<file path="config.mk">
export PLATFORM = sky130hd
export DESIGN_NAME = duration_to_text_encoder
export DESIGN_NICKNAME = d
export VERILOG_FILES = /design/src/design/dte_pkg.sv /design/src/design/dte_datapath.sv /design/src/design/dte_ctrl.sv /design/src/design/duration_to_text_encoder.sv
export SDC_FILE = /design/constraint.sdc
export NUM_CORES = 1
export LEC_CHECK = 0
export ABC_AREA = 1
export BUFFER_PORTS_ARGS = -buffer_cell sky130_fd_sc_hd__buf_2
export CAP_MARGIN = 0
export CORE_MARGIN = 2
export CORE_UTILIZATION = 60
export CTS_CLUSTER_SIZE = 12
export DETAILED_ROUTE_END_ITERATION = 6
export GPL_TIMING_DRIVEN = 0
export PLACE_DENSITY = 0.75
export SYNTH_ARGS = -nofsm -noshare
export SYNTH_HDL_FRONTEND = slang
export SYNTH_HIERARCHICAL = 1
export SYNTH_SLANG_ARGS = --single-unit
export TNS_END_PERCENT = 10
</file>
<file path="constraint.sdc">
create_clock -name aclk -period 5.7 [get_ports aclk]
set_input_delay 0.285 -clock aclk [delete_from_list [all_inputs] [get_ports aclk]]
set_output_delay 0.285 -clock aclk [all_outputs]
set_load 0.01 [all_outputs]
</file>
<file path="src/design/dte_pkg.sv">
// shared constants, character codes and controller/datapath interface types
package dte_pkg;

    localparam int MAG_W         = 64;
    localparam int DIG_W         = 4;
    localparam int BCD_DIGITS    = 20;
    localparam int BCD_W         = BCD_DIGITS * DIG_W;
    localparam int FLD_DIGITS    = 11;
    localparam int FLD_W         = FLD_DIGITS * DIG_W;
    localparam int FRAC_DIGITS   = 9;
    localparam int IDX_W         = 4;
    localparam int CNT_W         = 4;
    localparam int BITS_PER_STEP = 4;
    localparam int REM_W         = 6;
    localparam int BYTE_W        = 8;

    localparam logic [CNT_W-1:0] DABBLE_LAST = CNT_W'(MAG_W / BITS_PER_STEP - 1);
    localparam logic [CNT_W-1:0] DIV_LAST    = CNT_W'(FLD_DIGITS - 1);

    localparam logic [BYTE_W-1:0] CH_ZERO  = 8'h30;
    localparam logic [BYTE_W-1:0] CH_MINUS = 8'h2D;
    localparam logic [BYTE_W-1:0] CH_DOT   = 8'h2E;
    localparam logic [BYTE_W-1:0] CH_H     = 8'h68;
    localparam logic [BYTE_W-1:0] CH_M     = 8'h6D;
    localparam logic [BYTE_W-1:0] CH_N     = 8'h6E;
    localparam logic [BYTE_W-1:0] CH_S     = 8'h73;
    localparam logic [BYTE_W-1:0] CH_MU_HI = 8'hC2;
    localparam logic [BYTE_W-1:0] CH_MU_LO = 8'hB5;

    typedef enum logic [1:0] {
        UNIT_NS,
        UNIT_US,
        UNIT_MS,
        UNIT_SEC
    } unit_t;

    typedef enum logic [2:0] {
        FLD_NONE,
        FLD_HOURS,
        FLD_MIN,
        FLD_SEC,
        FLD_INT,
        FLD_FRAC
    } fld_sel_t;

    typedef struct packed {
        logic              load_in;
        logic              dabble;
        logic              div_load1;
        logic              div_step;
        logic              div_load2;
        fld_sel_t          fld_load;
        logic              emit;
        logic              emit_digit;
        logic [BYTE_W-1:0] lit;
        logic              last;
    } dte_cmd_t;

    typedef struct packed {
        logic  dabble_done;
        logic  div_done;
        logic  big;
        logic  zero;
        unit_t unit;
        logic  neg;
        logic  hours_nz;
        logic  min_nz;
        logic  frac_nz;
        logic  fld_last;
        logic  out_free;
    } dte_stat_t;

endpackage

</file>
<file path="src/design/dte_datapath.sv">
// datapath: magnitude, binary to bcd, divide by sixty, digit fields, output register
module dte_datapath (
    input  logic                            aclk,
    input  logic                            aresetn,
    input  logic [dte_pkg::MAG_W-1:0]       s_tdata,
    input  dte_pkg::dte_cmd_t               cmd_i,
    output dte_pkg::dte_stat_t              stat_o,
    output logic                            m_tvalid,
    input  logic                            m_tready,
    output logic [dte_pkg::BYTE_W-1:0]      m_tdata,
    output logic                            m_tlast
);
    import dte_pkg::*;

    localparam int DIVV_W = 10;

    function automatic logic [IDX_W-1:0] msd_idx(input logic [FLD_W-1:0] v);
        logic [IDX_W-1:0] r;
        r = '0;
        for (int i = 0; i < FLD_DIGITS; i++) begin
            if (v[i*DIG_W +: DIG_W] != '0) r = IDX_W'(i);
        end
        return r;
    endfunction

    function automatic logic [IDX_W-1:0] lsd_idx(input logic [FLD_W-1:0] v);
        logic [IDX_W-1:0] r;
        r = '0;
        for (int i = FLD_DIGITS - 1; i >= 0; i--) begin
            if (v[i*DIG_W +: DIG_W] != '0) r = IDX_W'(i);
        end
        return r;
    endfunction

    // value below sixty as two bcd digits, tens in the upper nibble
    function automatic logic [2*DIG_W-1:0] two_digits(input logic [REM_W-1:0] v);
        logic [DIG_W-1:0] t;
        logic [REM_W-1:0] o;
        t = '0;
        for (int k = 1; k < 6; k++) begin
            if (v >= REM_W'(k * 10)) t = DIG_W'(k);
        end
        o = v - REM_W'(t) * REM_W'(10);
        return {t, o[DIG_W-1:0]};
    endfunction

    logic [MAG_W-1:0]  bin_reg;
    logic [BCD_W-1:0]  bcd_reg;
    logic              neg_reg;
    logic [CNT_W-1:0]  cnt_reg;
    logic [FLD_W-1:0]  src_reg;
    logic [FLD_W-1:0]  quo_reg;
    logic [REM_W-1:0]  rem_reg;
    logic [REM_W-1:0]  sec_reg;
    logic [FLD_W-1:0]  fld_reg;
    logic [IDX_W-1:0]  idx_reg;
    logic [IDX_W-1:0]  stop_reg;
    logic              m_tvalid_reg;
    logic [BYTE_W-1:0] m_tdata_reg;
    logic              m_tlast_reg;

    logic [MAG_W-1:0]    in_mag;
    logic [BCD_W-1:0]    dab_bcd;
    logic [MAG_W-1:0]    dab_bin;
    logic [DIVV_W-1:0]   div_v;
    logic [DIG_W-1:0]    div_q;
    logic [DIVV_W-1:0]   div_r;
    logic [FLD_W-1:0]    low_digits;
    logic                big;
    unit_t               unit;
    logic                frac_nz;
    logic [IDX_W-1:0]    frac_top;
    logic [IDX_W-1:0]    int_stop;
    logic [2*DIG_W-1:0]  min_dig;
    logic [2*DIG_W-1:0]  sec_dig;
    logic [DIG_W-1:0]    cur_digit;
    logic                fld_last;
    logic                out_free;

    assign in_mag = s_tdata[MAG_W-1] ? (~s_tdata + MAG_W'(1)) : s_tdata;

    // four double-dabble steps per cycle
    always_comb begin
        dab_bcd = bcd_reg;
        dab_bin = bin_reg;
        for (int s = 0; s < BITS_PER_STEP; s++) begin
            for (int d = 0; d < BCD_DIGITS; d++) begin
                if (dab_bcd[d*DIG_W +: DIG_W] >= 4'd5) begin
                    dab_bcd[d*DIG_W +: DIG_W] = dab_bcd[d*DIG_W +: DIG_W] + 4'd3;
                end
            end
            dab_bcd = {dab_bcd[BCD_W-2:0], dab_bin[MAG_W-1]};
            dab_bin = {dab_bin[MAG_W-2:0], 1'b0};
        end
    end

    // one decimal digit of long division by sixty
    always_comb begin
        div_v = (DIVV_W'(rem_reg) << 3) + (DIVV_W'(rem_reg) << 1)
              + DIVV_W'(src_reg[FLD_W-1 -: DIG_W]);
        div_q = '0;
        for (int k = 1; k < 10; k++) begin
            if (div_v >= DIVV_W'(k * 60)) div_q = DIG_W'(k);
        end
        div_r = div_v - DIVV_W'(div_q) * DIVV_W'(60);
    end

    assign low_digits = FLD_W'(bcd_reg[FRAC_DIGITS*DIG_W-1:0]);
    assign big        = |bcd_reg[BCD_W-1:FRAC_DIGITS*DIG_W];

    always_comb begin
        if (big) begin
            unit = UNIT_SEC;
        end else if (|bcd_reg[9*DIG_W-1:6*DIG_W]) begin
            unit = UNIT_MS;
        end else if (|bcd_reg[6*DIG_W-1:3*DIG_W]) begin
            unit = UNIT_US;
        end else begin
            unit = UNIT_NS;
        end
    end

    always_comb begin
        case (unit)
            UNIT_SEC: begin
                frac_nz  = |bcd_reg[9*DIG_W-1:0];
                frac_top = IDX_W'(8);
                int_stop = '0;
            end
            UNIT_MS: begin
                frac_nz  = |bcd_reg[6*DIG_W-1:0];
                frac_top = IDX_W'(5);
                int_stop = IDX_W'(6);
            end
            UNIT_US: begin
                frac_nz  = |bcd_reg[3*DIG_W-1:0];
                frac_top = IDX_W'(2);
                int_stop = IDX_W'(3);
            end
            default: begin
                frac_nz  = 1'b0;
                frac_top = '0;
                int_stop = '0;
            end
        endcase
    end

    assign min_dig   = two_digits(rem_reg);
    assign sec_dig   = two_digits(sec_reg);
    assign cur_digit = fld_reg[idx_reg*DIG_W +: DIG_W];
    assign fld_last  = (idx_reg == stop_reg);
    assign out_free  = !m_tvalid_reg || m_tready;

    always_ff @(posedge aclk) begin
        if (!aresetn) begin
            cnt_reg <= '0;
        end else if (cmd_i.dabble || cmd_i.div_step) begin
            cnt_reg <= cnt_reg + CNT_W'(1);
        end else if (cmd_i.load_in || cmd_i.div_load1 || cmd_i.div_load2) begin
            cnt_reg <= '0;
        end
    end

    always_ff @(posedge aclk) begin
        if (cmd_i.load_in) begin
            bin_reg <= in_mag;
            bcd_reg <= '0;
            neg_reg <= s_tdata[MAG_W-1];
        end else if (cmd_i.dabble) begin
            bin_reg <= dab_bin;
            bcd_reg <= dab_bcd;
        end
    end

    always_ff @(posedge aclk) begin
        if (cmd_i.div_load1) begin
            src_reg <= bcd_reg[BCD_W-1:FRAC_DIGITS*DIG_W];
            rem_reg <= '0;
        end else if (cmd_i.div_load2) begin
            sec_reg <= rem_reg;
            src_reg <= quo_reg;
            rem_reg <= '0;
        end else if (cmd_i.div_step) begin
            src_reg <= {src_reg[FLD_W-DIG_W-1:0], {DIG_W{1'b0}}};
            quo_reg <= {quo_reg[FLD_W-DIG_W-1:0], div_q};
            rem_reg <= div_r[REM_W-1:0];
        end
    end

    always_ff @(posedge aclk) begin
        case (cmd_i.fld_load)
            FLD_HOURS: begin
                fld_reg  <= quo_reg;
                idx_reg  <= msd_idx(quo_reg);
                stop_reg <= '0;
            end
            FLD_MIN: begin
                fld_reg  <= FLD_W'(min_dig);
                idx_reg  <= (min_dig[2*DIG_W-1:DIG_W] != '0) ? IDX_W'(1) : '0;
                stop_reg <= '0;
            end
            FLD_SEC: begin
                fld_reg  <= FLD_W'(sec_dig);
                idx_reg  <= (sec_dig[2*DIG_W-1:DIG_W] != '0) ? IDX_W'(1) : '0;
                stop_reg <= '0;
            end
            FLD_INT: begin
                fld_reg  <= low_digits;
                idx_reg  <= msd_idx(low_digits);
                stop_reg <= int_stop;
            end
            FLD_FRAC: begin
                fld_reg  <= low_digits;
                idx_reg  <= frac_top;
                stop_reg <= lsd_idx(low_digits);
            end
            default: begin
                if (cmd_i.emit && cmd_i.emit_digit && !fld_last) begin
                    idx_reg <= idx_reg - IDX_W'(1);
                end
            end
        endcase
    end

    // output register
    always_ff @(posedge aclk) begin
        if (!aresetn) begin
            m_tvalid_reg <= 1'b0;
        end else if (cmd_i.emit) begin
            m_tvalid_reg <= 1'b1;
        end else if (m_tready) begin
            m_tvalid_reg <= 1'b0;
        end
    end

    always_ff @(posedge aclk) begin
        if (cmd_i.emit) begin
            m_tdata_reg <= cmd_i.emit_digit ? (CH_ZERO + BYTE_W'(cur_digit)) : cmd_i.lit;
            m_tlast_reg <= cmd_i.last;
        end
    end

    assign m_tvalid = m_tvalid_reg;
    assign m_tdata  = m_tdata_reg;
    assign m_tlast  = m_tlast_reg;

    assign stat_o.dabble_done = (cnt_reg == DABBLE_LAST);
    assign stat_o.div_done    = (cnt_reg == DIV_LAST);
    assign stat_o.big         = big;
    assign stat_o.zero        = (bcd_reg == '0);
    assign stat_o.unit        = unit;
    assign stat_o.neg         = neg_reg;
    assign stat_o.hours_nz    = |quo_reg;
    assign stat_o.min_nz      = (|quo_reg) || (rem_reg != '0);
    assign stat_o.frac_nz     = frac_nz;
    assign stat_o.fld_last    = fld_last;
    assign stat_o.out_free    = out_free;

    a_emit_free: assert property (@(posedge aclk) disable iff (!aresetn)
        cmd_i.emit |-> (!m_tvalid_reg || m_tready))
        else $error("beat loaded over an untaken beat");

    a_digit_dec: assert property (@(posedge aclk) disable iff (!aresetn)
        (cmd_i.emit && cmd_i.emit_digit) |-> (cur_digit <= 4'd9))
        else $error("emitted digit is not decimal");

    a_idx_range: assert property (@(posedge aclk) disable iff (!aresetn)
        (cmd_i.emit && cmd_i.emit_digit) |-> (idx_reg >= stop_reg))
        else $error("digit index ran past field end");

    a_rem_range: assert property (@(posedge aclk) disable iff (!aresetn)
        cmd_i.div_step |=> (rem_reg < REM_W'(60)))
        else $error("divide by sixty remainder out of range");

endmodule

</file>
<file path="src/design/dte_ctrl.sv">
// controller: sequences conversion, division and byte emission
module dte_ctrl (
    input  logic                aclk,
    input  logic                aresetn,
    input  logic                s_tvalid,
    output logic                s_tready,
    input  dte_pkg::dte_stat_t  stat_i,
    output dte_pkg::dte_cmd_t   cmd_o
);
    import dte_pkg::*;

    typedef enum logic [22:0] {
        ST_IDLE     = 23'h000001,
        ST_DABBLE   = 23'h000002,
        ST_CLASSIFY = 23'h000004,
        ST_DIV1     = 23'h000008,
        ST_DIV2_LD  = 23'h000010,
        ST_DIV2     = 23'h000020,
        ST_SIGN     = 23'h000040,
        ST_LD_HOURS = 23'h000080,
        ST_EM_HOURS = 23'h000100,
        ST_EM_H     = 23'h000200,
        ST_LD_MIN   = 23'h000400,
        ST_EM_MIN   = 23'h000800,
        ST_EM_M     = 23'h001000,
        ST_LD_SEC   = 23'h002000,
        ST_EM_SEC   = 23'h004000,
        ST_LD_INT   = 23'h008000,
        ST_EM_INT   = 23'h010000,
        ST_LD_FRAC  = 23'h020000,
        ST_EM_DOT   = 23'h040000,
        ST_EM_FRAC  = 23'h080000,
        ST_UNIT     = 23'h100000,
        ST_EM_MU    = 23'h200000,
        ST_EM_S     = 23'h400000
    } state_t;

    state_t state_reg;
    state_t state_next;
    state_t after_sign;

    always_ff @(posedge aclk) begin
        if (!aresetn) begin
            state_reg <= ST_IDLE;
        end else begin
            state_reg <= state_next;
        end
    end

    assign s_tready = (state_reg == ST_IDLE);

    always_comb begin
        if (!stat_i.big) begin
            after_sign = ST_LD_INT;
        end else if (stat_i.hours_nz) begin
            after_sign = ST_LD_HOURS;
        end else if (stat_i.min_nz) begin
            after_sign = ST_LD_MIN;
        end else begin
            after_sign = ST_LD_SEC;
        end
    end

    always_comb begin
        state_next = state_reg;
        cmd_o      = '0;
        unique case (state_reg)
            ST_IDLE: begin
                if (s_tvalid) begin
                    cmd_o.load_in = 1'b1;
                    state_next    = ST_DABBLE;
                end
            end
            ST_DABBLE: begin
                cmd_o.dabble = 1'b1;
                if (stat_i.dabble_done) state_next = ST_CLASSIFY;
            end
            ST_CLASSIFY: begin
                cmd_o.div_load1 = 1'b1;
                state_next      = stat_i.big ? ST_DIV1 : ST_SIGN;
            end
            ST_DIV1: begin
                cmd_o.div_step = 1'b1;
                if (stat_i.div_done) state_next = ST_DIV2_LD;
            end
            ST_DIV2_LD: begin
                cmd_o.div_load2 = 1'b1;
                state_next      = ST_DIV2;
            end
            ST_DIV2: begin
                cmd_o.div_step = 1'b1;
                if (stat_i.div_done) state_next = ST_SIGN;
            end
            ST_SIGN: begin
                if (!stat_i.neg) begin
                    state_next = after_sign;
                end else if (stat_i.out_free) begin
                    cmd_o.emit = 1'b1;
                    cmd_o.lit  = CH_MINUS;
                    state_next = after_sign;
                end
            end
            ST_LD_HOURS: begin
                cmd_o.fld_load = FLD_HOURS;
                state_next     = ST_EM_HOURS;
            end
            ST_EM_HOURS: begin
                if (stat_i.out_free) begin
                    cmd_o.emit       = 1'b1;
                    cmd_o.emit_digit = 1'b1;
                    if (stat_i.fld_last) state_next = ST_EM_H;
                end
            end
            ST_EM_H: begin
                if (stat_i.out_free) begin
                    cmd_o.emit = 1'b1;
                    cmd_o.lit  = CH_H;
                    state_next = ST_LD_MIN;
                end
            end
            ST_LD_MIN: begin
                cmd_o.fld_load = FLD_MIN;
                state_next     = ST_EM_MIN;
            end
            ST_EM_MIN: begin
                if (stat_i.out_free) begin
                    cmd_o.emit       = 1'b1;
                    cmd_o.emit_digit = 1'b1;
                    if (stat_i.fld_last) state_next = ST_EM_M;
                end
            end
            ST_EM_M: begin
                if (stat_i.out_free) begin
                    cmd_o.emit = 1'b1;
                    cmd_o.lit  = CH_M;
                    state_next = ST_LD_SEC;
                end
            end
            ST_LD_SEC: begin
                cmd_o.fld_load = FLD_SEC;
                state_next     = ST_EM_SEC;
            end
            ST_EM_SEC: begin
                if (stat_i.out_free) begin
                    cmd_o.emit       = 1'b1;
                    cmd_o.emit_digit = 1'b1;
                    if (stat_i.fld_last) state_next = ST_LD_FRAC;
                end
            end
            ST_LD_INT: begin
                cmd_o.fld_load = FLD_INT;
                state_next     = ST_EM_INT;
            end
            ST_EM_INT: begin
                if (stat_i.out_free) begin
                    cmd_o.emit       = 1'b1;
                    cmd_o.emit_digit = 1'b1;
                    if (stat_i.fld_last) state_next = ST_LD_FRAC;
                end
            end
            ST_LD_FRAC: begin
                cmd_o.fld_load = FLD_FRAC;
                state_next     = stat_i.frac_nz ? ST_EM_DOT : ST_UNIT;
            end
            ST_EM_DOT: begin
                if (stat_i.out_free) begin
                    cmd_o.emit = 1'b1;
                    cmd_o.lit  = CH_DOT;
                    state_next = ST_EM_FRAC;
                end
            end
            ST_EM_FRAC: begin
                if (stat_i.out_free) begin
                    cmd_o.emit       = 1'b1;
                    cmd_o.emit_digit = 1'b1;
                    if (stat_i.fld_last) state_next = ST_UNIT;
                end
            end
            ST_UNIT: begin
                // zero and durations in the seconds unit go straight to the closing s
                if (stat_i.zero || stat_i.unit == UNIT_SEC) begin
                    state_next = ST_EM_S;
                end else if (stat_i.out_free) begin
                    cmd_o.emit = 1'b1;
                    case (stat_i.unit)
                        UNIT_US: begin
                            cmd_o.lit  = CH_MU_HI;
                            state_next = ST_EM_MU;
                        end
                        UNIT_MS: begin
                            cmd_o.lit  = CH_M;
                            state_next = ST_EM_S;
                        end
                        default: begin
                            cmd_o.lit  = CH_N;
                            state_next = ST_EM_S;
                        end
                    endcase
                end
            end
            ST_EM_MU: begin
                if (stat_i.out_free) begin
                    cmd_o.emit = 1'b1;
                    cmd_o.lit  = CH_MU_LO;
                    state_next = ST_EM_S;
                end
            end
            ST_EM_S: begin
                if (stat_i.out_free) begin
                    cmd_o.emit = 1'b1;
                    cmd_o.lit  = CH_S;
                    cmd_o.last = 1'b1;
                    state_next = ST_IDLE;
                end
            end
            default: begin
                state_next = ST_IDLE;
            end
        endcase
    end

endmodule

</file>
<file path="src/design/duration_to_text_encoder.sv">
// top level: nanosecond duration to text byte stream encoder
// conversion: the 64-bit binary to bcd converter (4 bits a cycle) and, for durations of a
//   second or more, two 11-digit divide by sixty passes (one digit a cycle) set the
//   conversion time, then one byte a cycle while the output is not stalled; a new
//   duration is accepted only after the last byte of the previous one is loaded
// reset: aresetn low clears the controller and the output valid; no clearing pass
module duration_to_text_encoder (
    input  logic        aclk,
    input  logic        aresetn,
    // input channel
    input  logic        s_tvalid,
    output logic        s_tready,
    input  logic [63:0] s_tdata,   // [63:0] duration, signed ns
    // result channel
    output logic        m_tvalid,
    input  logic        m_tready,
    output logic [7:0]  m_tdata,   // [7:0] text_byte
    output logic        m_tlast    // last_byte
);
    import dte_pkg::*;

    // command and status between sequencer and datapath
    dte_cmd_t  cmd;
    dte_stat_t stat;

    // sequencer: one duration at a time, paced by the output register
    dte_ctrl u_ctrl (
        .aclk     (aclk),
        .aresetn  (aresetn),
        .s_tvalid (s_tvalid),
        .s_tready (s_tready),
        .stat_i   (stat),
        .cmd_o    (cmd)
    );

    // datapath: magnitude, bcd conversion, h/m/s split, digit fields and the
    // output register that lets a new duration start while the final beat waits
    dte_datapath u_datapath (
        .aclk     (aclk),
        .aresetn  (aresetn),
        .s_tdata  (s_tdata),
        .cmd_i    (cmd),
        .stat_o   (stat),
        .m_tvalid (m_tvalid),
        .m_tready (m_tready),
        .m_tdata  (m_tdata),
        .m_tlast  (m_tlast)
    );

endmodule

</file>
After elaboration in Yosys (flattened, before gate mapping)
Index checks and enable logic that the tools add are counted.
Storage, ports and cells
  register bits: 334
  input bits: 68
  output and inout bits: 11
  word-level logic and storage cells: 521
Operators by class
  add/sub/neg operators: 89
  multipliers: 3
  $lt $le $gt $ge: 99
  equality and inequality tests: 53
  shifts and indexed selects: 1
  multiplexer cells: 201
  bitwise operators: 3
  reduce and logical (&&, ||, !) cells: 57
Operator list (count)
  23-bit 2-to-1 mux: 24
  23-bit case mux with 22 select lines: 1
  4-bit 2-to-1 mux: 94
  4-bit by 3-bit >= comparator with 1-bit output, second input constant: 80
  4-bit by 2-bit adder with 4-bit output, second input constant: 76
  64-bit 2-to-1 mux: 3
  44-bit case mux with 4 select lines: 1
  44-bit 2-to-1 mux: 3
  4-bit nonzero test: 22
  44-bit OR reduction: 2
  80-bit logical NOT: 1
  64-bit by 1-bit adder with 64-bit output, second input constant: 1
  64-bit NOT: 1
  3-bit 2-to-1 mux: 20
  8-bit case mux with 7 select lines: 1
  8-bit 2-to-1 mux: 6
  44-bit by 7-bit indexed part select with 4-bit output: 1
  10-bit by 9-bit >= comparator with 1-bit output, second input constant: 4
  12-bit OR reduction: 3
  36-bit OR reduction: 1
  2-bit 2-to-1 mux: 13
  2-bit by 1-bit != test with 1-bit output, second input constant: 13
  6-bit by 5-bit >= comparator with 1-bit output, second input constant: 4
  6-bit >= comparator, second input constant: 4
  74 further kinds: 127

Longest topological paths before layout
Gate-level depths: netlist of the first run.
  word-level depth: 14
  depth in mapped cells: 32

By module
The synthesis of the first run kept the hierarchy.
Modules (own cells, without submodules)
  dte_datapath: instances 1, cells an instance 3596, area each 25378.1 µm², sequential area each 8428.1 µm²
  dte_ctrl: instances 1, cells an instance 335, area each 2077.0 µm², sequential area each 460.4 µm²

Least setup slack after synthesis of the first run
No wires, ideal clock.
  path kind: register to register
  from: reg u_datapath.rem_reg[2]
  to: reg u_datapath.rem_reg[5]
  setup time: 0.120 ns
  data arrival time: 3.976 ns
  data required time: 5.580 ns
  slack: 1.605 ns
  cell stages (with the launch flop): 25
  buffers on the path: 0
  cell sequence: dfxtp_1 inv_1 fa_1 fa_1 inv_1 nand2_1 nand2_1 nand3b_1 nand3_1 nand3_1 o21ai_0 nand2_1 nand2_1 nand2_1 nand2_1 a21boi_1 ha_1 xor2_1 ha_1 nand2_1 nor2_1 a211oi_1 xnor3_1 nand2_1 nand2_1
On the way
  longest elaborated chain between the ends: 14
  elaborated cells on any way between the ends: 22
  those cells by class: add/sub: 3; mul: 1; order compare: 9; mux: 9
RTL lines
  start: declaration: RTL line dte_datapath.sv:53  | logic [REM_W-1:0] rem_reg;
  start signal: assignment: RTL line dte_datapath.sv:186  | rem_reg <= div_r[REM_W-1:0];
  9-bit by 7-bit adder with 10-bit output *: RTL line dte_datapath.sv:99  | div_v = (DIVV_W'(rem_reg) << 3) + (DIVV_W'(rem_reg) << 1)
  10-bit by 4-bit adder with 10-bit output *: RTL line dte_datapath.sv:100  | + DIVV_W'(src_reg[FLD_W-1 -: DIG_W]);
  10-bit by 6-bit >= comparator with 1-bit output: RTL line dte_datapath.sv:103  | if (div_v >= DIVV_W'(k * 60)) div_q = DIG_W'(k);
  1-bit 2-to-1 mux: RTL line dte_datapath.sv:103
  2-bit 2-to-1 mux (2 in a row): RTL line dte_datapath.sv:103
  3-bit 2-to-1 mux (4 in a row): RTL line dte_datapath.sv:103
  4-bit 2-to-1 mux (2 in a row): RTL line dte_datapath.sv:103
  4-bit by 1-bit multiplier with 4-bit output: RTL line dte_datapath.sv:105  | div_r = div_v - DIVV_W'(div_q) * DIVV_W'(60);
  6-bit subtractor *: RTL line dte_datapath.sv:105
Every way passes the cells marked *; elsewhere a longest branch is shown, timed or not.
A chain may end at the register's enable or synchronous reset.

==> out/results.tsv, run 1 <==
stage	metric	value	unit
run_status	status	finished, final reports clean	
worst_setup_path	ff2ff_path_depth	13	
floorplanning	start_util	60.6	%
routing	detail_route.wl_per_cell	15.9	um
global_route	grt-ovfl-total	0	
worst_setup_path	regToRegStartpoint	u_datapath/bcd_reg[74]	
synth	syn_area_per_cell	6.98	um2
worst_hold_path	hold_class	primary input to flop	
synth	synth_cells	3931	
global_route	grtUsageTotal	30.9	%
cts	ctsRootBufferMaster	clkbuf_16	
global_route	grt_antenna_before_repair	0	
cts	holdBufCountCts	0	
worst_hold_path	hold_depth	4	
pwr	p_leak	15.8	nW
place	dp.cells	4613	
pwr	powerDensity	436	mW/mm2
synth	yosys_warnings	6	
timing	max_slew_margin	16.3	%
floorplanning	die_y	218	um
timing	slew_viol_final	0	
cells_and_area	drive_above_1_share	10.2	%
cells_and_area	final_cell_mix	nand2_1, inv_1, nand3_1, nor2_1, edfxtp_1	
synth	synth.area.top_cells	edfxtp_1, nand2_1, ha_1, dfxtp_1, inv_1	
routing	wl	74.7	mm
cts	post_cts_buffers	0	
pwr	p_clk_share	20.1	%
routing	drtIter0Drc	2300	
routing	drt_drc_violations_left	0	
pwr	seqPwrFrac	27.3	%
worst_setup_path	end_kind	flop	
worst_setup_path	slowest_stage	a41oi_1	
worst_setup_path	worstPathRequired	5.92	ns
timing	fin_hold_ws	0.0301	ns
timing	final-hold-violation-count	0	
run	maxCapViolCount	0	
timing	tightest_slew	1.26	ns
timing	fin_crit	4.69	ns
place	dpl.hpwl	58.0	mm
routing	antenna_left	0	
pwr	p_total	13.1	mW
cells_and_area	layout_commonest_cell	nand2_1	
cells_and_area	finalNetCount	4328	
cts	cts_tree	yes	
global_route	grt_pass1_wl	118	mm
floorplanning	die-area	0.0475	mm2
cts	cts_made_buffers	40	
worst_setup_path	critPathTopFamily	compound AO/OA/AOI/OAI gates	
cells_and_area	antenna_cells	0	
timing	setup_violations	0	
synth	synth.distinct_cells	64	
worst_setup_path	r2r-end	u_datapath/idx_reg[1]	
floorplanning	core	0.0453	mm2
worst_setup_path	worstPathArrival	4.90	ns
floorplanning	rows	78	
cts	clk_pin_slew	0.06	ns
timing	finClkSkew	0.0281	ns
routing	dr_total_vias	26164	
worst_hold_path	hold_end	u_datapath/m_tvalid	
global_route	grt_pass1_vias	23593	
synth	synthFlopType	edfxtp_1	
pwr	pwr-share-comb	52.7	%
pwr	p_sw_share	44.7	%
synth	yosysTopAreaCellShare	24.1	%
pwr	switchingPower	5.85	mW
routing	drtPass1Iterations	6	
cts	clockBufferDepth	3	
cts	cts_sinks	334	
floorplanning	die_width	218	um
worst_setup_path	critPathMaxStageDelay	0.90	ns
worst_setup_path	crit_fanout	11	
pwr	internal-power	7.25	mW
timing	fmax	0.213	GHz
synth	synth_async_sr_flop_share	0	%
global_route	grt_max_degree	58	
routing	avgViaCountPerCell	5.58	
worst_setup_path	path_buf_inv	3	
timing	rsz0062_at_grt	false	
worst_setup_path	crit_type	flop to flop	
cts	clk_latency	0.57	ns
synth	netlist.top_cell.by_area	edfxtp_1	
synth	synth-seq-cells	334	
timing	finalSetupTns	0	ns
worst_hold_path	worstHoldStart	m_tready	
place	port_buffers	78	
synth	synth_area	0.0275	mm2
cells_and_area	largest_reg_flops	80	
synth	syn-num-nets	4204	
cells_and_area	areaGrowthSynthToFinish	9.37	%
worst_setup_path	cpMostUsedCell	inv_1	
worst_setup_path	start_kind	flop	
cts	htreeDepth	2	
cells_and_area	fin_cells	4687	
cells_and_area	final_util	66.3	%
place	place.gp.congestion	0.964	
synth	ys_seq_area_share	32.4	%
floorplanning	pin_count	79	
synth	synth_edf_count	220	
worst_setup_path	rrSetupSlack	1.01	ns
timing	finalCritPeriodShare	82.2	%
worst_setup_path	worstPathCellList	inv_1, nand2_1, nor4_1, nand4_1, a21oi_1, inv_1, a21oi_1, inv_1, nor2_2, nor2_1, a41oi_1, nand2_1, o21bai_1	
cts	cts.repair.resized	0	
pwr	ir_drop	1170	uV
-- Yosys cell counts, types with 24 or more instances --
master    number
o22ai_1       43
clkbuf_1      52
a21oi_1       51
a22oi_1       37
inv_2         33
o21ai_0      203
dfxtp_1      114
inv_1        573
nand3_1      391
nor3_1        35
nand2_1     1112
o21ai_1       31
ha_1         200
xor2_1        47
nand4_1       76
nor2_1       305
or2_2         42
nand2_2       40
nor4_1        24
edfxtp_1     220
nand3_2       46
-- how the worst max path moves through the flow --
stage                                start                     end  cells past startpoint
detailed placement  u_datapath/bcd_reg[71]   u_datapath/idx_reg[1]                     13
CTS                 u_datapath/bcd_reg[71]   u_datapath/idx_reg[1]                     13
global route        u_datapath/bcd_reg[71]   u_datapath/idx_reg[1]                     13
finish              u_datapath/bcd_reg[74]   u_datapath/idx_reg[1]                     13
floorplan            u_datapath/rem_reg[2]   u_datapath/rem_reg[5]                     24
global placement      u_ctrl/state_reg[20]  u_datapath/bin_reg[47]                     10
-- routing by layer --
metal / up-vias / GRT usage, % / wire length, um
li1: 13165 / - / -
met1: 11901 / 41.5 / 32500
met2: 931 / 50.8 / 33500
met3: 167 / 4.31 / 5810
met4: 0 / 11.5 / 2790
met5: - / 0 / 0
-- per-stage QoR --
stage,instance area [um2],setup WS [ns]
detailed placement,28700,1.06
finish,30000,1.01
CTS,30000,1.06
global placement,28600,-0.702
floorplan,27500,1.60
global route,30000,0.602
-- power groups by stage --
stage	logic, mW	clock network, mW	registers, mW
final	6.90	2.63	3.57
after detailed placement	6.82	0	3.61
after global routing	7.69	2.75	3.61
after global placement	6.76	0	3.64
after floorplan	5.02	0	3.58
after CTS	6.85	2.66	3.57
-- worst register-to-register path, delay by kind of cell (launching register included) --
kind            cells  cell delay, ns
buf+inv             3            0.39
compound gates      4            2.08
flops               1            0.34
simple gates        6            1.53
-- final cells by class --
type	count	area [um2]
Buffer	82	417
Multi-Input combinational cell	2904	15900
Timing Repair Buffer	82	478
Sequential cell	334	8890
Clock inverter	23	258
Fill cell	4090	15300
Tap cell	600	751
Inverter	611	2290
Clock buffer	51	1070
-- logic make-up after synthesis --
group / count (synthesis) / share of synthesized area, %
AND/OR/NAND/NOR: 2173 / 36.2
flip-flops: 334 / 32.4
AO/OA/AOI/OAI: 467 / 10.2
XOR/XNOR: 59 / 1.96
adder cells (fa/ha/maj): 205 / 9.48
buffers and inverters: 693 / 9.86
(Power assumes the default switching activity.)
==> run 2: changes to the inputs <==
--- a/config.mk
+++ b/config.mk
@@ -5,15 +5,15 @@
 export SDC_FILE = /design/constraint.sdc
 export NUM_CORES = 1
 export LEC_CHECK = 0
-export ABC_AREA = 1
+export ABC_AREA = 0
 export BUFFER_PORTS_ARGS = -buffer_cell sky130_fd_sc_hd__buf_2
 export CAP_MARGIN = 0
 export CORE_MARGIN = 2
-export CORE_UTILIZATION = 60
+export CORE_UTILIZATION = 58
 export CTS_CLUSTER_SIZE = 12
 export DETAILED_ROUTE_END_ITERATION = 6
 export GPL_TIMING_DRIVEN = 0
-export PLACE_DENSITY = 0.75
+export PLACE_DENSITY = 0.76
 export SYNTH_ARGS = -nofsm -noshare
 export SYNTH_HDL_FRONTEND = slang
 export SYNTH_HIERARCHICAL = 1
==> constraint.sdc (replaced) <==
create_clock -name aclk -period 4.25 [get_ports aclk]
set_input_delay 0.2125 -clock aclk [delete_from_list [all_inputs] [get_ports aclk]]
set_output_delay 0.2125 -clock aclk [all_outputs]
set_load 0.01 [all_outputs]
==> run 2 against run 1 <==
  * The run now ends with DRC, setup timing left
  * Utilization is 11 points higher
  * Cell area rose by 19%
  * Clock power is 28% higher
  * Die area grew 2.3%
  * Synthesized cell count is 20% lower
  * Via count increased by 7.8%
  * Sequential power grew 3%
  * Cell count shrank 10%
==> out/results.tsv, run 2 <==
stage	metric	value	unit	change
run_status	status	finished, violations left		
run_status	violations	DRC, setup timing		
cts	htreeDepth	2		unchanged
worst_hold_path	hold_class	primary input to flop		
global_route	grt_pass1_wl	133	mm	+13%
cts	clk_latency	0.58	ns	about the same
timing	tightest_slew	1.08	ns	-0.172 ns
synth	synth_top_family_by_area	compound AO/OA/AOI/OAI gates		
cells_and_area	antenna_cells	0		unchanged
cells_and_area	fill_cells	2826		-31%
synth	synthFlopType	edfxtp_1		
global_route	grtUsageTotal	34.5	%	+3.6 points
routing	drt_drc_violations_left	13		+13
pwr	p_sw_share	33.1	%	-12 points
cells_and_area	drive_above_1_share	32.5	%	+22 points
cts	clk_pin_slew	0.06	ns	about the same
floorplanning	start_util	58.6	%	-2.0 points
global_route	grt-ovfl-total	0		unchanged
floorplanning	pin_count	79		unchanged
timing	slew_viol_final	0		unchanged
synth	synth_async_sr_flop_share	0	%	unchanged
timing	rsz0062_at_grt	true		
place	dpl_worst_slack	-1.36	ns	-2.42 ns
synth	syn-num-nets	3421		-19%
routing	dr_total_vias	28193		+7.8%
cts	ctsRootBufferMaster	clkbuf_16		
worst_setup_path	slowest_stage	dfxtp_4		
synth	synth_mux_area_share	5.73	%	+5.7 points
routing	avgViaCountPerCell	6.70		+20%
pwr	internal-power	6.86	mW	-5.3%
worst_setup_path	end_kind	flop		
timing	final-hold-violation-count	0		unchanged
pwr	p_total	10.3	mW	-22%
pwr	p_clk_share	32.8	%	+13 points
worst_setup_path	crit_fanout	4		-7
global_route	grt_antenna_before_repair	1		+1
routing	drtIter0Drc	3152		+37%
synth	yosys_warnings	6		unchanged
worst_setup_path	worstPathCellList	buf_6, ha_4, nand2b_1, a211o_1, nand2_2, ha_1, nor2_4, o31ai_4, xnor2_2, inv_1, ha_1, nand2b_1, nand2_2, o311ai_4, or2_4, xnor2_4, ha_4, inv_1, o32a_1, a21bo_2, nor3_1, a211o_1		
place	dpl.hpwl	59.3	mm	+2.1%
synth	syn_area_per_cell	8.63	um2	+24%
synth	synthXorXnorAreaFrac	4.58	%	+2.6 points
worst_setup_path	worstPathRequired	4.75	ns	-1.17 ns
global_route	grt_max_degree	46		-21%
synth	netlist.top_cell.by_area	edfxtp_1		
synth	synth_area	0.0272	mm2	-1.1%
run	maxCapViolCount	0		unchanged
floorplanning	die-area	0.0486	mm2	+2.3%
timing	fmax	0.227	GHz	+6.6%
cells_and_area	layout_commonest_cell	buf_4		
cts	cts_tree	yes		
worst_setup_path	rrSetupSlack	-0.15	ns	-1.16 ns
synth	synth-seq-cells	334		unchanged
synth	synthSimpleGateAreaFrac	20.9	%	-15 points
synth	synthTopCellsByCount	nand2_1, nor2_1, edfxtp_1		
routing	antenna_left	0		unchanged
global_route	grt_pass1_vias	25397		+7.6%
pwr	seqPwrFrac	35.9	%	+8.6 points
timing	setup_violations	28		+28
pwr	p_leak	13.8	nW	-13%
floorplanning	rows	79		+1.3%
timing	finClkSkew	0.0233	ns	-0.00480 ns
synth	synth_cells	3148		-20%
synth	synth.distinct_cells	100		+56%
synth	yosysMostFrequentCell	nand2_1		
routing	detail_route.wl_per_cell	22.8	um	+43%
timing	finalSetupTns	-1.64	ns	-1.64 ns
floorplanning	core	0.0464	mm2	+2.4%
worst_setup_path	critPathMaxStageDelay	0.36	ns	-0.54 ns
synth	synth.area.top_cells	edfxtp_1, ha_1, dfxtp_1, nand2_1, mux2i_1		
worst_setup_path	worstPathArrival	4.90	ns	about the same
synth	ys_seq_area_share	32.7	%	+0.35 points
synth	synth_edf_count	220		unchanged
cells_and_area	areaGrowthSynthToFinish	31.6	%	
pwr	powerDensity	287	mW/mm2	-34%
timing	max_slew_margin	27.7	%	+11 points
cells_and_area	largest_reg_flops	80		unchanged
cts	cts_sinks	334		unchanged
timing	fin_ws	-0.146	ns	-1.16 ns
pwr	pwr-share-comb	31.3	%	-21 points
cells_and_area	final_cell_mix	buf_4, nand2_1, edfxtp_1, nor2_1, o21ai_0		
synth	yosysTopAreaCellShare	24.3	%	+0.26 points
timing	finalCritPeriodShare	103	%	+21 points
cts	clockBufferDepth	3		unchanged
cts	cts_made_buffers	39		-2.5%
place	port_buffers	78		unchanged
cells_and_area	seqCellArea	0.00903	mm2	+1.6%
pwr	switchingPower	3.40	mW	-42%
routing	wl	95.7	mm	+28%
pwr	ir_drop	344	uV	-71%
place	place.gp.congestion	0.934		-3.1%
floorplanning	die_width	220	um	+1.1%
synth	synthAdderAreaFrac	9.65	%	+0.17 points
synth	synth_compound_area_share	21.2	%	+11 points
worst_setup_path	crit_type	flop to flop		
timing	fin_crit	4.40	ns	-0.290 ns
floorplanning	die_y	220	um	+1.1%
worst_setup_path	start_kind	flop		
routing	drtPass1Iterations	7		+1
cells_and_area	finalNetCount	3841		-11%
cells_and_area	multi_input_area	0.0204	mm2	+29%
[run 2: cell types whose count changed after synthesis, moves of 44 or more]
cell	before	now
a211o_1	0	44
a21oi_1	51	155
clkbuf_1	52	114
inv_1	573	212
mux2i_1	0	116
nand2_1	1112	345
nand2b_1	0	72
nand3_1	391	45
nand3_2	46	0
nand4_1	76	24
nor2_1	305	230
xnor2_1	10	69
[run 2: through the flow]
| stage | util (%) | hold slack (ns) | cell area (um2) | cells |
|---|---|---|---|---|
| 2_1_floorplan | - | 0.311 | 27300 | 3148 |
| 3_3_place_gp | 61.3 | 0.466 | 28400 | 3833 |
| 3_5_place_dp | 61.4 | 0.475 | 28500 | 3836 |
| 4_1_cts | 71.6 | 0.00860 | 33200 | 4091 |
| 5_1_grt | 77.1 | 0.0304 | 35700 | 4206 |
| 6_report | 77.1 | 0.0247 | 35700 | 4206 |
[run 2: cells by family after synthesis]
group                    after synthesis
AO/OA/AOI/OAI                        835
XOR/XNOR                             142
adder cells (fa/ha/maj)              207
buffers and inverters                364
flip-flops                           334
multiplexers                         143
AND/OR/NAND/NOR                     1123
[run 2: path summary, 6_finish.rpt]
check,endpoint,startpoint,cells after the start
worst max-delay path,u_datapath/bcd_reg[22],u_datapath/bcd_reg[20],22
worst min-delay path,u_datapath/bin_reg[3],s_tdata[3],3
worst max register to register,u_datapath/bcd_reg[22],u_datapath/bcd_reg[20],22
worst min register to register,u_datapath/bcd_reg[0],u_datapath/bin_reg[60],2
[run 2: layout make-up]
type	count	share of cell area [%]
buffer	139	1.84
clock buffer	53	2.99
clock inverter	19	0.518
inverter	220	2.45
multi-input combinational	2450	57.1
sequential	334	25.3
tap	607	2.12
timing repair buffer	384	7.74
[run 2: timing repair]
action,in CTS,in global routing
hold endpoints to repair,3,0
buffers inserted,185,116
endpoints found under the setup margin,261,293
pin swaps,160,192
hold buffers,3,0
resized for setup,509,403
[run 2: power by group through the flow]
stage               combinational [mW]  clock [mW]  sequential, mW
floorplan                         1.65           0            3.73
global placement                  2.14           0            3.76
detailed placement                2.24           0            3.76
global route                      3.42        3.52            3.69
CTS                               2.71        3.38            3.68
finish                            3.21        3.36            3.69
[run 2: worst max-delay path: cells and delay by family, from the launching register on]
family	cells	cell delay (ns)
XOR/XNOR	2	0.31
flip-flops	1	0.36
AO/OA/AOI/OAI	6	1.50
adder cells (fa/ha/maj)	4	0.79
AND/OR/NAND/NOR	7	1.08
buffers and inverters	3	0.29
[run 2: routing by layer]
metal  GRT usage [%]  share of wire (%)  vias up
met5               0              0.014        -
met2            57.9                 47     1703
met3            5.91                9.5      515
met1            43.9                 37    13558
met4            14.5                6.0        2
li1                -                  -    12415
